$ cat config.mk
export PLATFORM = sky130hd
export DESIGN_NAME = dpmf_ctrl
export DESIGN_NICKNAME = d
export VERILOG_FILES = /design/src/design/dpmf_pkg.sv /design/src/design/dpmf_ctrl.sv
export SDC_FILE = /design/constraint.sdc
export NUM_CORES = 1
export LEC_CHECK = 0
export ABC_CLOCK_PERIOD_IN_PS = 3350
export BUFFER_PORTS_ARGS = -buffer_cell sky130_fd_sc_hd__buf_2
export CORE_MARGIN = 1.5
export CORE_UTILIZATION = 35
export CTS_CLUSTER_DIAMETER = 200
export DETAILED_ROUTE_END_ITERATION = 10
export GPL_TIMING_DRIVEN = 0
export PLACE_DENSITY_LB_ADDON = 0.05
export RECOVER_POWER = 100
export SLEW_MARGIN = 20
export SYNTH_ARGS = -nofsm -noshare
export SYNTH_HDL_FRONTEND = slang
export SYNTH_SLANG_ARGS = --single-unit
$ cat constraint.sdc
create_clock -name clk -period 3.35 [get_ports clk]
set_clock_uncertainty 0.2 [all_clocks]
set_input_delay 0.5025 -clock clk [delete_from_list [all_inputs] [get_ports clk]]
set_output_delay 0.5025 -clock clk [all_outputs]
set_load 0.02 [all_outputs]
$ cat src/design/dpmf_pkg.sv
// Shared constants, codes and controller/datapath interface types for the paged memory.
`timescale 1ns / 1ps
package dpmf_pkg;

  localparam int PAGE_BYTES = 8;
  localparam int OFF_W      = $clog2(PAGE_BYTES);
  localparam int NUM_PAGES  = 32;
  localparam int PG_W       = $clog2(NUM_PAGES);
  localparam int NUM_FRAMES = 8;
  localparam int FR_W       = $clog2(NUM_FRAMES);
  localparam int SWAP_SLOTS = 32;
  localparam int SL_W       = $clog2(SWAP_SLOTS);
  localparam int GRP_SIZE   = 8;
  localparam int GRP_W      = $clog2(GRP_SIZE);
  localparam int NUM_GRPS   = SWAP_SLOTS / GRP_SIZE;
  localparam int GRPN_W     = $clog2(NUM_GRPS);
  localparam int LOC_W      = 6;
  localparam int CNT_W      = OFF_W + 1;

  localparam logic [LOC_W-1:0] NO_PLACE  = 6'd63;
  localparam logic [7:0]       FILL_BYTE = 8'h30;

  localparam logic [1:0] CMD_READ  = 2'd0;
  localparam logic [1:0] CMD_WRITE = 2'd1;
  localparam logic [1:0] CMD_LOAD  = 2'd2;

  localparam logic [1:0] ST_OK   = 2'd0;
  localparam logic [1:0] ST_TEXT = 2'd1;
  localparam logic [1:0] ST_FULL = 2'd2;

  localparam logic [1:0] SRC_SWAP = 2'd0;
  localparam logic [1:0] SRC_IMG  = 2'd1;
  localparam logic [1:0] SRC_FILL = 2'd2;

  localparam logic REG_TEXT = 1'b0;
  localparam logic REG_DATA = 1'b1;

  typedef struct packed {
    logic       cap;
    logic       img_wr;
    logic       res_load;
    logic [1:0] res_status;
    logic       res_rdata;
    logic       loc_sel_owner;
    logic       acc_rd;
    logic       acc_wr;
    logic       evict_clean;
    logic       scan_clr;
    logic       scan_inc;
    logic       slot_from_scan;
    logic       slot_from_loc;
    logic       src_load;
    logic [1:0] src;
    logic       copy_clr;
    logic       copy_out;
    logic       copy_in;
    logic       commit_out;
    logic       commit_in;
  } dpmf_cmd_t;

  typedef struct packed {
    logic [1:0] cmd;
    logic       text_hit;
    logic       pg_valid;
    logic       pg_dirty;
    logic       occupied;
    logic       owner_dirty;
    logic       grp_free;
    logic       grp_last;
    logic       copy_done;
    logic       swap_loc_ok;
    logic       in_image;
  } dpmf_sts_t;

endpackage

$ cat src/design/dpmf_ctrl.sv
// Controller state machine sequencing lookups, evictions, page copies and results.
`timescale 1ns / 1ps
module dpmf_ctrl (
  input  logic                clk,
  input  logic                rst_n,
  input  logic                start,
  output logic                busy,
  input  dpmf_pkg::dpmf_sts_t sts,
  output dpmf_pkg::dpmf_cmd_t cmd
);

  localparam logic [3:0] S_IDLE    = 4'd0;
  localparam logic [3:0] S_CHECK   = 4'd1;
  localparam logic [3:0] S_EVAL    = 4'd2;
  localparam logic [3:0] S_SCAN    = 4'd3;
  localparam logic [3:0] S_COPYOUT = 4'd4;
  localparam logic [3:0] S_FILLSEL = 4'd5;
  localparam logic [3:0] S_COPYIN  = 4'd6;
  localparam logic [3:0] S_ACCESS  = 4'd7;
  localparam logic [3:0] S_RDOUT   = 4'd8;

  logic [3:0] state_r, state_nxt;

  assign busy = (state_r != S_IDLE);

  always_ff @(posedge clk) begin
    if (!rst_n) begin
      state_r <= S_IDLE;
    end else begin
      state_r <= state_nxt;
    end
  end

  always_comb begin
    state_nxt = state_r;
    cmd = '0;
    case (state_r)
      S_IDLE: begin
        if (start) begin
          cmd.cap   = 1'b1;
          state_nxt = S_CHECK;
        end
      end
      S_CHECK: begin
        if (sts.cmd == dpmf_pkg::CMD_LOAD) begin
          cmd.img_wr   = 1'b1;
          cmd.res_load = 1'b1;
          state_nxt    = S_IDLE;
        end else if (sts.cmd != dpmf_pkg::CMD_READ && sts.cmd != dpmf_pkg::CMD_WRITE) begin
          cmd.res_load = 1'b1;
          state_nxt    = S_IDLE;
        end else if (sts.cmd == dpmf_pkg::CMD_WRITE && sts.text_hit) begin
          cmd.res_load   = 1'b1;
          cmd.res_status = dpmf_pkg::ST_TEXT;
          state_nxt      = S_IDLE;
        end else if (sts.pg_valid) begin
          state_nxt = S_ACCESS;
        end else begin
          state_nxt = S_EVAL;
        end
      end
      S_EVAL: begin
        cmd.loc_sel_owner = 1'b1;
        if (sts.occupied && sts.owner_dirty) begin
          cmd.scan_clr = 1'b1;
          state_nxt    = S_SCAN;
        end else begin
          cmd.evict_clean = sts.occupied;
          state_nxt       = S_FILLSEL;
        end
      end
      S_SCAN: begin
        if (sts.grp_free) begin
          cmd.slot_from_scan = 1'b1;
          cmd.copy_clr       = 1'b1;
          state_nxt          = S_COPYOUT;
        end else if (sts.grp_last) begin
          cmd.res_load   = 1'b1;
          cmd.res_status = dpmf_pkg::ST_FULL;
          state_nxt      = S_IDLE;
        end else begin
          cmd.scan_inc = 1'b1;
        end
      end
      S_COPYOUT: begin
        cmd.copy_out      = 1'b1;
        cmd.loc_sel_owner = 1'b1;
        if (sts.copy_done) begin
          cmd.commit_out = 1'b1;
          state_nxt      = S_FILLSEL;
        end
      end
      S_FILLSEL: begin
        cmd.src_load = 1'b1;
        cmd.copy_clr = 1'b1;
        if (sts.pg_dirty && sts.swap_loc_ok) begin
          cmd.src           = dpmf_pkg::SRC_SWAP;
          cmd.slot_from_loc = 1'b1;
        end else if (!sts.pg_dirty && sts.in_image) begin
          cmd.src = dpmf_pkg::SRC_IMG;
        end else begin
          cmd.src = dpmf_pkg::SRC_FILL;
        end
        state_nxt = S_COPYIN;
      end
      S_COPYIN: begin
        cmd.copy_in = 1'b1;
        if (sts.copy_done) begin
          cmd.commit_in = 1'b1;
          state_nxt     = S_ACCESS;
        end
      end
      S_ACCESS: begin
        if (sts.cmd == dpmf_pkg::CMD_READ) begin
          cmd.acc_rd = 1'b1;
          state_nxt  = S_RDOUT;
        end else begin
          cmd.acc_wr   = 1'b1;
          cmd.res_load = 1'b1;
          state_nxt    = S_IDLE;
        end
      end
      S_RDOUT: begin
        cmd.res_load  = 1'b1;
        cmd.res_rdata = 1'b1;
        state_nxt     = S_IDLE;
      end
      default: begin
        state_nxt = S_IDLE;
      end
    endcase
  end

endmodule

After elaboration in Yosys (flattened, before gate mapping)
Index checks and enable logic that the tools add are counted.
{ "word_totals": {"reg_bits": 4, "output_inout_bits": 23} }
{ "classes": {"n_eq_ne": 15, "mux": 47, "reduce_logical": 12} }
{ "op_table": {"columns": ["operator", "n"], "rows": [
  ["two-way mux 4 bit", 10],
  ["case mux 4 bit (8 select lines)", 1],
  ["two-way mux 1 bit", 21],
  ["equality test 4 x 3 -> 1 bit, second input constant", 4],
  ["two-way mux 3 bit", 5],
  ["two-way mux 2 bit", 7],
  ["equality test 4 x 2 -> 1 bit, second input constant", 2],
  ["inequality test 2 bit, second input constant", 3],
  ["logical AND 1 bit", 5],
  ["equality test 4 x 1 -> 1 bit, second input constant", 1],
  ["equality test 4 bit, second input constant", 1],
  ["zero test 4 bit", 1],
  ["case mux 1 bit (4 select lines)", 1],
  ["case mux 2 bit (2 select lines)", 1],
  ["AND reduction 4 bit", 1],
  ["nonzero test 4 bit", 1],
  ["inequality test 3 bit, second input constant", 1],
  ["equality test 2 x 1 -> 1 bit, second input constant", 1],
  ["equality test 2 bit, second input constant", 1],
  ["zero test 2 bit", 1],
  ["inequality test 2 x 1 -> 1 bit, second input constant", 1],
  ["case mux 1 bit (2 select lines)", 1],
  ["nonzero test 2 bit", 1],
  ["OR reduction 2 bit", 1],
  ["zero test 1 bit", 1]
]} }

Depth between registers and ports, before layout
{ "depth": {"ltp_word": 6, "depth_mapped": 6, "mapped_depth_nobuf": 4} }

Worst setup path after synthesis
Ideal clock, no wire load.
{ "synth_timing": {"kind": "register -> output", "from": "reg state_r[0]", "to": "out cmd[12] (netlist name)", "arrival_time_ps": 1463, "required_time_ps": 2647, "setup_slack_ps": 1184, "stages_incl_launch_ff": 5, "n_path_buf": 2, "path_cell_list": "dfxtp_1 buf_2 or2_1 buf_2 nor4_1"} }
{ "synth_rtl": {"columns": ["element", "line_no", "rtl"], "rows": [
  ["start: declaration", "dpmf_ctrl.sv:22", "logic [3:0] state_r, state_nxt;"],
  ["start signal: assignment", "dpmf_ctrl.sv:30", "state_r <= state_nxt;"],
  ["end: declaration", "dpmf_ctrl.sv:9", "output dpmf_pkg::dpmf_cmd_t cmd"]
]} }

==> run summary <==
status = finished clean
cells on worst reg2reg path = 5
Worst-path clk slew = 0.04 ns
number of port buffers = 37
HPWL Detailed = 1040 microns
Slew @ Worst Pin = 0.536 ns
Multi-input gate area = 343 sq um
M1 GR Usage = 23.2%
Hold Path Depth = 2
Setup crit end kind = primary output
I/O pins = 38
Area after DPL = 694 sq um
CP dominant cell by count = clkbuf_1
initial antenna violation count = 0
register cell area after layout = 80.1 sq um
crit path launch = state_r[0]
clk_lat worst skew = 0.23 ns
maximum clock rate = 390 MHz
clock buffer depth = 2
Async SR Flop Fraction = 0%
Core Util, Final = 50.6%
total iterations of the first detailed-routing run = 2
Fin. Hold Viols = 0
Largest regs = state_r (4)
RSZ-0062 raised after global routing = false
Cell Chain, Critical Path = clkbuf_1 > nand2b_1 > or2_0 > a211oi_1 > clkbuf_1
post-synthesis sequential area ratio = 16.3%
worst reg2reg setup slack = 1.43 ns
final wirelength = 1320 microns
min Tclk post-route = 2.56 ns
Starting Density = 37.7%
H-tree levels = 1
CP required = 2.65 ns
Pleak = 0.302 nW
# clock sinks = 4
pin count of the biggest net entering global routing = 11
reg2reg end = state_r[0]
syn_nets = 83
Via density = 4.90
CTS buffer count = 3
synth unique cells = 34
startpoint types = register
met3 Use GR = 3.33%
CTS-repair resized insts = 0
Slew headroom = 63.9%
cell family with most CP delay = buffers and inverters
layout cells sized above 1 = 24.1%
vias in the first global route = 514
clock root buffer master = clkbuf_4
Worst IR Drop VDD = 182 uV
commonest non-fill, non-tap cells in the layout = clkbuf_1, buf_2, nor2_1
die height = 40.4 microns
cts hold-fix bufs = 0
fin area = 658 sq um
Setup TNS Final = 0 ns
TritonCTS clock tree = yes
first-iteration detailed-routing DRC count = 4
min-delay src = rst_n
GP Congestion = 0.712
Setup WS pre-CTS = 1.26 ns
Die ar. = 1630 sq um
R2R Path Start = state_r[0]
Area Overhead vs Synth = 34.2%
Slew Limit Fails = 0
number of buffers added for setup after CTS = 0
Final WS setup = 0.787 ns
grt ovf = 0
Detail Route Antenna Nets = 0
layer carrying the most global-route usage = met2
number of diodes = 0
ys flop type = dfxtp_1
maximum fanout along the worst path = 10
max cap viols = 0
Post-route DRC = 0
Core ar. = 1300 sq um
# setup viols final = 0
crit-path max cell delay = 0.33 ns
WL/cell = 10.7 microns
Post-Syn Instances = 68
CP bufs+invs = 2
fill cell count = 163
Rows = 13
Nets = 125
Die Span X = 40.4 microns
pwr dens = 311 nW/um^2
synthesized area = 490 sq um
Hold EP = state_r[3]
HP Class = in -> reg
#FFs+latches synth = 4
Largest Register = state_r
total track usage = 18.4%
first-pass GRT wire length = 2040 microns
Post-synth EDFFs = 0
Tot Pwr = 0.205 mW
routing usage on met2 = 31.3%
CP max stage cell = or2_0
max reg flops = 4
Vias = 603
final worst-path cycle share = 76.5%
kind of critical path = reg -> out
Mapped Avg Cell Area = 7.21 sq um
CP Data Arrival Time = 1.86 ns
Synthesis Warnings = 0
synthesized netlist by cell type, types with 2 or more instances:
master | number | share of area (%)
a211oi_1 | 2 | 3.1
a21boi_1 | 2 | 3.1
a21oi_1 | 5 | 5.1
and2_1 | 2 | 2.6
and3_1 | 2 | 2.6
buf_2 | 2 | 2.0
dfxtp_1 | 4 | 16
nand2_1 | 5 | 3.8
nand2b_1 | 5 | 6.4
nor2_1 | 7 | 5.4
nor2b_1 | 2 | 2.6
nor3_1 | 4 | 4.1
nor4_1 | 2 | 2.6
o21a_1 | 2 | 3.1
or2_1 | 3 | 3.8
power breakdown:
part,switching (mW),leakage [nW],total (mW),internal [mW]
registers,0.00172,0.0327,0.0535,0.0518
logic,0.0599,0.256,0.0945,0.0346
clock network,0.0168,0.0138,0.0567,0.0399
total,0.0784,0.302,0.205,0.126
worst max path at each step:
| stage | to | slack (ns) | cells past startpoint |
|---|---|---|---|
| floorplan | cmd[12] | 1.18 | 4 |
| global placement | cmd[19] | 1.26 | 5 |
| CTS | cmd[19] | 1.02 | 5 |
| detailed placement | cmd[19] | 1.26 | 5 |
| finish | cmd[6] | 0.79 | 5 |
| global route | cmd[6] | 0.58 | 5 |
worst register-to-register path: cells and delay by family (launching register included):
kind                   cells  cell delay [ns]
DFF                        1             0.29
and+or+nand+nor            2             0.66
AOI/OAI and AO/OA          2             0.40
buffers and inverters      1             0.31
cells by family after synthesis:
kind of cell,Yosys count,synth area share (%)
DFF,4,16.3
and+or+nand+nor,42,55.4
buffers and inverters,6,7.40
AOI/OAI and AO/OA,16,20.9
per-stage QoR:
stage               hold WS (ns)  std cells
detailed placement         0.531        120
global placement           0.526        120
CTS                        0.316        123
global route               0.322        123
finish                     0.320        123
floorplan                  0.420         68
area by class of cell:
class                      count  area share (%)
inverter                       2            1.14
timing repair buffer          37            24.7
multi-input combinational     58            52.1
clock buffer                   3            3.42
tap                           15            2.85
buffer                         4            3.61
sequential                     4            12.2
per-layer routing:
layer	vias to the layer above	share of wire [%]
met5	-	0
met4	0	0
met3	0	6.4
met2	24	42
met1	254	52
li1	325	-
Power figures use the tool's default switching activity.
